`config.mk`:
```
export PLATFORM = sky130hd
export DESIGN_NAME = t6msa_merge
export DESIGN_NICKNAME = d
export VERILOG_FILES = /design/src/rtl/core/t6msa_pkg.sv /design/src/rtl/core/t6msa_merge.sv
export SDC_FILE = /design/constraint.sdc
export NUM_CORES = 1
export LEC_CHECK = 0
export BUFFER_PORTS_ARGS = -buffer_cell sky130_fd_sc_hd__buf_2
export CAP_MARGIN = 20
export CORE_ASPECT_RATIO = 1.5
export CORE_MARGIN = 1
export CORE_UTILIZATION = 56
export DETAILED_ROUTE_END_ITERATION = 6
export PLACE_DENSITY = 0.83
export SETUP_SLACK_MARGIN = 0.05
export SLEW_MARGIN = 20
export SYNTH_ARGS = -nofsm -noshare
export SYNTH_HDL_FRONTEND = slang
export SYNTH_SLANG_ARGS = --single-unit
```
`constraint.sdc`:
```
create_clock -name clk_i -period 8.77 [get_ports clk_i]
set_clock_uncertainty 0.1 [all_clocks]
set_input_delay 0.877 -clock clk_i [delete_from_list [all_inputs] [get_ports clk_i]]
set_output_delay 0.877 -clock clk_i [all_outputs]
set_load 0.005 [all_outputs]
```
`src/rtl/core/t6msa_pkg.sv`:
```
package t6msa_pkg;

  localparam int SqrtStages   = 34;
  localparam int DivStages    = 32;
  localparam int LaneLatency  = 3 + SqrtStages + DivStages + 1;
  localparam int MergeLatency = 2;
  localparam int Latency      = LaneLatency + MergeLatency;
  localparam int NumLanes     = 4;

  typedef struct packed {
    logic signed [31:0] x;
    logic signed [31:0] y;
  } point_t;

  typedef point_t [2:0] verts_t;
  typedef logic [2:0][31:0] alt3_t;

  typedef struct packed {
    logic signed [31:0] node0_x;
    logic signed [31:0] node0_y;
    logic signed [31:0] node1_x;
    logic signed [31:0] node1_y;
    logic signed [31:0] node2_x;
    logic signed [31:0] node2_y;
    logic signed [31:0] node3_x;
    logic signed [31:0] node3_y;
    logic signed [31:0] node4_x;
    logic signed [31:0] node4_y;
    logic signed [31:0] node5_x;
    logic signed [31:0] node5_y;
  } in_item_t;

  typedef struct packed {
    logic [31:0] min_size;
    logic        degenerate;
  } out_item_t;

endpackage

```
`src/rtl/core/t6msa_merge.sv`:
```
module t6msa_merge (
  input  logic                                    clk_i,
  input  logic                                    en_i,
  input  t6msa_pkg::alt3_t [t6msa_pkg::NumLanes-1:0] alt_i,
  input  logic [t6msa_pkg::NumLanes-1:0]          degen_i,
  output t6msa_pkg::out_item_t                    item_o
);

  logic [31:0] m_q [t6msa_pkg::NumLanes];
  logic [31:0] m_d [t6msa_pkg::NumLanes];
  logic        dg_q;
  logic [31:0] best;

  always_comb begin
    logic [31:0] a;
    for (int l = 0; l < t6msa_pkg::NumLanes; l++) begin
      a = (alt_i[l][0] < alt_i[l][1]) ? alt_i[l][0] : alt_i[l][1];
      m_d[l] = (alt_i[l][2] < a) ? alt_i[l][2] : a;
    end
    best = '1;
    for (int l = 0; l < t6msa_pkg::NumLanes; l++) begin
      if (m_q[l] < best) begin
        best = m_q[l];
      end
    end
  end

  always_ff @(posedge clk_i) begin
    if (en_i) begin
      for (int l = 0; l < t6msa_pkg::NumLanes; l++) begin
        m_q[l] <= degen_i[l] ? '1 : m_d[l];
      end
      dg_q              <= |degen_i;
      item_o.degenerate <= dg_q;
      item_o.min_size   <= dg_q ? '0 : best;
    end
  end

endmodule

```
==> results of run 1 <==
## path summary, 6_finish.rpt
| check | to | slack, ps | cells past startpoint |
|---|---|---|---|
| setup / recovery | item_o[10] | 620 | 28 |
| hold / removal | item_o[1] | 510 | 2 |
| setup reg to reg | item_o[10] | 620 | 28 |
| hold reg to reg | item_o[1] | 510 | 2 |
## metrics by stage
stage	worst slack, ps	hold slack, ps	total power [W]
final	617.2	505.5	0.003938
after global routing	108.5	539.1	0.004189
after CTS	177.9	512.3	0.003902
after detailed placement	357.2	495.0	0.003104
after global placement	754.8	466.4	0.003030
after floorplan	1770	324.4	0.002484
## worst max-delay path, delay by kind of cell, from the launching register on
kind / cells / cell delay (ps)
AOI/OAI and AO/OA: 14 / 3390
and+or+nand+nor: 7 / 1940
muxes: 1 / 390
DFF: 1 / 400
buffers and inverters: 3 / 730
adders and majority gates: 3 / 980
## per-layer routing
layer  vias to the layer above  part of all wire  wire length (um)
met1                      8178              0.39             21490
met2                       624              0.51             28200
met3                       156             0.052              2883
li1                       8298                 -                 -
met4                         0             0.051              2799
met5                         -                 0                 0
## where the power goes
group          internal, W  total, W  leakage [nW]  switching (W)
clock             0.000453  0.000786         0.290       0.000334
sequential         0.00103   0.00112          1.62      0.0000873
combinational     0.000807   0.00203          8.64        0.00123
## cells in the final DEF, fill, tap and decap left out, types with 8 or more instances in the layout
| master | n |
|---|---|
| a31oi_1 | 39 |
| a21oi_1 | 148 |
| o21a_1 | 12 |
| a41oi_1 | 32 |
| nor2b_1 | 16 |
| ha_1 | 338 |
| mux2i_1 | 94 |
| a211oi_1 | 46 |
| nor3_1 | 43 |
| nand2b_1 | 74 |
| o21ai_0 | 79 |
| nand3b_1 | 34 |
| buf_4 | 19 |
| buf_2 | 421 |
| o31ai_2 | 28 |
| a21o_1 | 178 |
| nand4_1 | 51 |
| clkbuf_16 | 17 |
| nand3_1 | 55 |
| nor2_1 | 103 |
| o211ai_1 | 8 |
| inv_1 | 194 |
| nand2_1 | 69 |
| edfxtp_1 | 162 |
## state kept, by name (all words and copies together), names as in the netlist
name	count
m_q	128
item_o	33
dg_q	1
## what timing repair did
action / in CTS / in global routing
endpoints found under the setup margin: 0 / 32
resized for setup: 0 / 7
hold endpoints to repair: 0 / 0
## kinds of logic (layout without fill, tap and decap cells)
group | after synthesis | after routing
compound gates | 636 | 637
fa+ha+maj | 340 | 340
buf+inv | 294 | 668
flops | 162 | 162
mux | 103 | 103
other cells | 0 | 1
simple gates | 471 | 471
## layout make-up
type,instances,share of cell area
inverter,194,0.03418
clock inverter,14,0.008399
antenna,1,0.0001175
clock buffer,18,0.02015
timing repair buffer,442,0.1067
tap,410,0.02408
multi-input combinational,1551,0.5780
sequential,162,0.2284
==> results.cfg, run 1 <==
[floorplanning]
die_area_sq_um = 33280
num_rows = 80
start_util = 0.5707
fp.dieH_um = 222.9
io-pin-count = 423
fp.dieW_um = 149.3
core_area_sq_um = 31930

[placement]
dpl_cell_area_sq_um = 20650
hpwl_um = 45500
placed_cells = 2758
io_buffers = 422
place.gp.congestion = 0.9499

[logic_synthesis]
yosysSeqAreaShare = 0.2670
ys.warnings.count = 0
yosysMostFrequentCell = ha_1
synth.area.top_cells = edfxtp_1 27%, ha_1 23%, a21o_1 7.3%
synth_adder_area_share = 0.2333
synth_top_family_by_area = compound AO/OA/AOI/OAI gates
syn_inst = 2006
synth_area_leader_cell = edfxtp_1
yosys.area_share.simple = 0.1344
async_reset_ff_frac = 0
synth-seq-cells = 162
syn_avg_cell_area_sq_um = 9.083
synth_common_cells = 338 x ha_1, 194 x inv_1, 178 x a21o_1, 162 x edfxtp_1, 148 x a21oi_1
syn_area_sq_um = 18220
synth-main-ff-cell = edfxtp_1
synth_top_area_frac = 0.2670
synth.distinct_cells = 70
synth_compound_area_frac = 0.2441
syn-num-nets = 2734
synthMuxAreaShare = 0.05734
synth_edf_count = 162
synthXorXnorAreaFrac = 0

[final_layout]
final_core_util = 0.6671
final_nets = 3096
final_cell_count_no_fill = 2792
area_growth_pct = 16.91
seq_area_sq_um = 4865
nFillCells = 2614
multi_input_area_sq_um = 12310
drive_above_1_share = 0.2239
fin_area_sq_um = 21300

[global_route]
grt_util_met3 = 0.04335
antenna_found_initial = 1
overflow = 0
grt_pass1_wl_um = 85280
grt_pass1_vias = 16860
busiest_layer = met2
grt_use_met2 = 0.5995
grt_max_degree = 83
gr-usage-met1 = 0.3721
grtUsageTotal = 0.3296

[pwr]
powerDensity_nw_per_um2 = 184.9
power_leakage_nw = 10.55
ir_drop_mv = 0.1520

[worst_hold_path]
hp-class = reg2reg
min_from = m_q[3][0]

[flow_run]
drv_cap = 0

[routing]
antenna_left = 0
vias = 17260
drc_errors = 0
drtIter0Drc = 1048
postRouteWirelength_um = 55380
viasPerCell = 6.181
drtPass1Iterations = 6
routedWlPerCell_um = 19.83

[timing]
hold_viol_final = 0
rsz0062_at_grt = no
period_needed_ps = 8153
setup_viol = 0
relSlewSlack = 0.2839
setup-tns-final_ps = 0
fmax_mhz = 122.7
tightest_slew_ps = 1074
period_share = 0.9296
finalMaxSlewViolations = 0

[critical_path]
arrival_ps = 8310
cp-startpoint = m_q[1][31]
required_ps = 8930
worstReg2RegStart = m_q[1][31]
crit_path_top_delay_cell = nor4_1
path_max_fanout = 40
cp_slowest_stage_delay_ps = 710
end_kind = register
crit_top_cell = o21ai_0
cp-start-kind = register
path_class = reg2reg

[outcome]
status = finished, final reports clean

[clock_network]
clockBufferDepth = 2
htree_levels = 4
ctsRootBufferMaster = clkbuf_16
post_cts_buffers = 0
cts.sinks = 162
clk_pin_slew_ps = 70
ctsHoldBuffers = 0
tritoncts = yes
numCtsBuffers = 17
clock_latency_ps = 450
Note: power is estimated with default switching activity, not from simulation.
==> inputs of run 2 (changes only) <==
--- a/config.mk
+++ b/config.mk
@@ -5,7 +5,7 @@
 export SDC_FILE = /design/constraint.sdc
 export NUM_CORES = 1
 export LEC_CHECK = 0
-export BUFFER_PORTS_ARGS = -buffer_cell sky130_fd_sc_hd__buf_2
+export BUFFER_PORTS_ARGS = -buffer_cell sky130_fd_sc_hd__buf_4
 export CAP_MARGIN = 20
 export CORE_ASPECT_RATIO = 1.5
 export CORE_MARGIN = 1
==> results.cfg, run 2 (synthesized netlist as in run 1, its figures left out) <==
[outcome]
status = finished, final reports clean

[final_layout]
nFillCells = 2478
fin_area_sq_um = 22350
final_cell_mix = 436 x buf_4, 338 x ha_1, 194 x inv_1
seq_area_sq_um = 4865
top_register = m_q
mostFrequentLayoutCell = buf_4
reg_top3 = m_q (128), item_o (33), dg_q (1)
drive_above_1_share = 0.2230
area_growth_pct = 22.66
final_nets = 3094
final_cell_count_no_fill = 2790
multi_input_area_sq_um = 12290
largest_reg_flops = 128

[global_route]
antenna_found_initial = 2
busiest_layer = met2
grt_util_met3 = 0.04663
gr-usage-met1 = 0.3837
grt_max_degree = 84
overflow = 0
grt_use_met2 = 0.6072
grt_pass1_wl_um = 86640
grtUsageTotal = 0.3367
grt_pass1_vias = 16900

[timing]
relSlewSlack = 0.3080
setup_viol = 0
finalMaxSlewViolations = 0
period_share = 0.9289
period_needed_ps = 8147
fmax_mhz = 122.7
rsz0062_at_grt = no
setup-tns-final_ps = 0
tightest_slew_ps = 1034
hold_viol_final = 0

[floorplanning]
fp.dieH_um = 222.9
num_rows = 80
start_util = 0.5707
core_area_sq_um = 31930
fp.dieW_um = 149.3
die_area_sq_um = 33280
io-pin-count = 423

[routing]
drtPass1Iterations = 6
vias = 17170
antenna_left = 0
drtIter0Drc = 1284
viasPerCell = 6.153
routedWlPerCell_um = 20.18
postRouteWirelength_um = 56290
drc_errors = 0

[clock_network]
cts_resized = 0
ctsHoldBuffers = 0
post_cts_buffers = 0
tritoncts = yes
htree_levels = 4
ctsRootBufferMaster = clkbuf_16
clock_latency_ps = 450
cts.sinks = 162
clk_pin_slew_ps = 70
clockBufferDepth = 2
numCtsBuffers = 17

[critical_path]
cp_slowest_stage_delay_ps = 520
crit_path_top_delay_cell = a41oi_4
required_ps = 8940
path_max_fanout = 46
end_kind = register
arrival_ps = 8310
path_class = reg2reg
cp-start-kind = register
crit_top_cell = o21ai_0

[placement]
hpwl_um = 46640
dpl_cell_area_sq_um = 21700
io_buffers = 422
placed_cells = 2755
place.gp.congestion = 0.9830

[flow_run]
drv_cap = 0

[pwr]
ir_drop_mv = 0.1715
power_leakage_nw = 10.92
powerDensity_nw_per_um2 = 178.3

[worst_hold_path]
hp-class = reg2reg
run 2: cell types whose count changed in the layout (fill, tap and decap cells not counted), moves of 2 or more:
cell / previous run / this run
buf_2: 421 / 0
buf_4: 19 / 436
o21ai_0: 79 / 82
o21ai_1: 6 / 3
buf_16: 0 / 2
clkinv_1: 2 / 0
clkinv_2: 0 / 2
diode_2: 1 / 3
inv_6: 2 / 4
run 2: area by class of cell:
type                    instances  area share
clock buffers                  17     0.01903
inverters                     194     0.03258
repair buffers                441      0.1508
clock inverters                13    0.006830
multi-input cells            1550      0.5498
well taps                     410     0.02295
diodes                          3   0.0003359
flip-flops and latches        162      0.2177
run 2: worst max-delay path, delay by kind of cell (launching register included):
kind	cells	cell delay, ps
AO/OA/AOI/OAI	19	4340
adder cells (fa/ha/maj)	3	860
flip-flops	1	390
multiplexers	1	510
AND/OR/NAND/NOR	4	500
buffers and inverters	5	1230
run 2: per-layer routing:
metal	vias up	part of all wire	routed length, um
li1	8293	-	-
met1	8123	0.38	21650
met4	0	0.049	2776
met2	617	0.51	28770
met3	133	0.055	3094
met5	-	0	0
run 2: through the flow:
step                      hold WS (ps)    util  setup slack, ps  power (W)
final                            508.7  0.7000            623.3   0.003986
after global routing             543.5  0.6999            168.3   0.004232
after CTS                        508.9  0.6976            274.0   0.003933
after detailed placement         491.4  0.6795            267.3   0.003181
after global placement           480.6  0.6795            595.6   0.003098
after floorplan                  324.4       -             1770   0.002484
run 2: report_power, final:
part | leakage (nW) | switching [W] | internal, W | total [W]
logic | 9.01 | 0.00124 | 0.000890 | 0.00213
clock network | 0.284 | 0.000324 | 0.000422 | 0.000747
registers | 1.62 | 0.0000832 | 0.00103 | 0.00111
total | 10.9 | 0.00164 | 0.00234 | 0.00399
run 2: path summary, 6_finish.rpt:
path	from	endpoint	slack, ps	cells after the start
max reg2reg	m_q[0][11]	item_o[14]	620	32
min reg2reg	m_q[3][0]	item_o[1]	510	2
min	m_q[3][0]	item_o[1]	510	2
max	m_q[0][11]	item_o[14]	620	32
==> inputs of run 3 (changes only) <==
--- a/config.mk
+++ b/config.mk
@@ -9,9 +9,10 @@
 export CAP_MARGIN = 20
 export CORE_ASPECT_RATIO = 1.5
 export CORE_MARGIN = 1
-export CORE_UTILIZATION = 56
+export CORE_UTILIZATION = 57
+export CTS_BUF_LIST = sky130_fd_sc_hd__clkbuf_4
 export DETAILED_ROUTE_END_ITERATION = 6
-export PLACE_DENSITY = 0.83
+export PLACE_DENSITY = 0.84
 export SETUP_SLACK_MARGIN = 0.05
 export SLEW_MARGIN = 20
 export SYNTH_ARGS = -nofsm -noshare
==> results.cfg, run 3 (synthesized netlist as in run 1, its figures left out) <==
[outcome]
status = finished, final reports clean

[critical_path]
worstReg2RegStart = m_q[1][29]
path_max_fanout = 28
required_ps = 9080
path_class = reg2reg
cp_slowest_stage_delay_ps = 480
timing.rr.end = item_o[29]
cp-start-kind = register
end_kind = register
reg2reg_slack_ps = 540
crit_path_top_delay_cell = edfxtp_1
reg2reg_depth = 31
arrival_ps = 8540
crit_top_cell = o21ai_0

[final_layout]
multi_input_area_sq_um = 12300
nFillCells = 2522
fin_area_sq_um = 22040
final_cell_mix = 441 x buf_4, 338 x ha_1, 194 x inv_1
mostFrequentLayoutCell = buf_4
reg_top3 = m_q (128), item_o (33), dg_q (1)
final_cell_count_no_fill = 2789
largest_reg_flops = 128
top_register = m_q
seq_area_sq_um = 4865
final_nets = 3097
area_growth_pct = 20.94
drive_above_1_share = 0.2246

[floorplanning]
fp.dieW_um = 148.0
io-pin-count = 423
num_rows = 79
start_util = 0.5834
core_area_sq_um = 31240
fp.dieH_um = 221.0
die_area_sq_um = 32700

[clock_network]
numCtsBuffers = 17
cts.sinks = 162
ctsRootBufferMaster = clkbuf_4
clk_pin_slew_ps = 180
ctsHoldBuffers = 0
tritoncts = yes
clockBufferDepth = 2
clock_latency_ps = 610
htree_levels = 4

[timing]
setup_viol = 0
relSlewSlack = 0.2749
setup-tns-final_ps = 0
rsz0062_at_grt = no
period_needed_ps = 8229
finalMaxSlewViolations = 0
period_share = 0.9383
fmax_mhz = 121.5
layout_setup_ws_ps = 540.8
tightest_slew_ps = 1088
hold_viol_final = 0

[routing]
viasPerCell = 6.146
antenna_left = 0
drc_errors = 0
vias = 17140
postRouteWirelength_um = 54770
drtIter0Drc = 1030
drtPass1Iterations = 6
routedWlPerCell_um = 19.64

[global_route]
grt_max_degree = 84
grt_pass1_wl_um = 86370
antenna_found_initial = 2
grt_pass1_vias = 17160
grtUsageTotal = 0.3348
overflow = 0

[pwr]
ir_drop_mv = 0.1577
power_leakage_nw = 10.78
p_total_w = 0.003665
powerDensity_nw_per_um2 = 166.3

[worst_hold_path]
hp-class = reg2reg
hold-path-cell-count = 2
min_from = m_q[3][22]
worstHoldEndpoint = item_o[23]

[placement]
place_ws_ps = 384.7
io_buffers = 422
place.gp.congestion = 0.9571
placed_cells = 2750
hpwl_um = 45330
dpl_cell_area_sq_um = 21680

[flow_run]
drv_cap = 0
run 3: worst max path at each step:
stage / start / endpoint / slack (ps) / cells after the start
final: m_q[1][29] / item_o[29] / 540 / 31
after detailed placement: m_q[1][29] / item_o[5] / 380 / 30
after global routing: m_q[1][9] / item_o[25] / 110 / 29
after CTS: m_q[1][29] / item_o[5] / 340 / 30
after floorplan: m_q[1][11] / item_o[10] / 1770 / 33
after global placement: m_q[1][29] / item_o[13] / 530 / 30
run 3: layout make-up:
| class | count | share of cell area |
|---|---|---|
| repair buffers | 443 | 0.1513 |
| multi-input cells | 1551 | 0.5584 |
| clock inverters | 15 | 0.007552 |
| clock buffers | 17 | 0.005791 |
| inverters | 194 | 0.03305 |
| well taps | 405 | 0.02300 |
| diodes | 2 | 0.0002271 |
| flip-flops and latches | 162 | 0.2208 |
run 3: layer usage:
layer  global-route usage  up-vias  part of all wire
met5                    0        -                 0
met4               0.2052        0             0.062
met2               0.5758      684              0.49
met3              0.05175      168             0.059
met1               0.3864     7995              0.39
li1                     -     8294                 -
run 3: worst max-delay path: cells and delay by family (launching register included):
family          cells  cell delay (ps)
mux                 1              380
flops               1              480
simple gates        7             1070
compound gates     16             4040
fa+ha+maj           3              990
buf+inv             4              960
run 3: where the power goes:
part,internal (W),switching [W]
sequential,0.00103,0.0000913
combinational,0.000886,0.00121
clock,0.000132,0.000320
run 3: through the flow:
stage / utilization / hold slack (ps)
floorplan: - / 324.4
global placement: 0.6940 / 492.4
global route: 0.7055 / 505.1
detailed placement: 0.6940 / 499.6
finish: 0.7055 / 514.3
CTS: 0.7035 / 504.9
run 3: timing repair:
action,4_1_cts,5_1_grt
buffers inserted,0,4
gates resized for setup,0,4
endpoints found under the setup margin,0,32
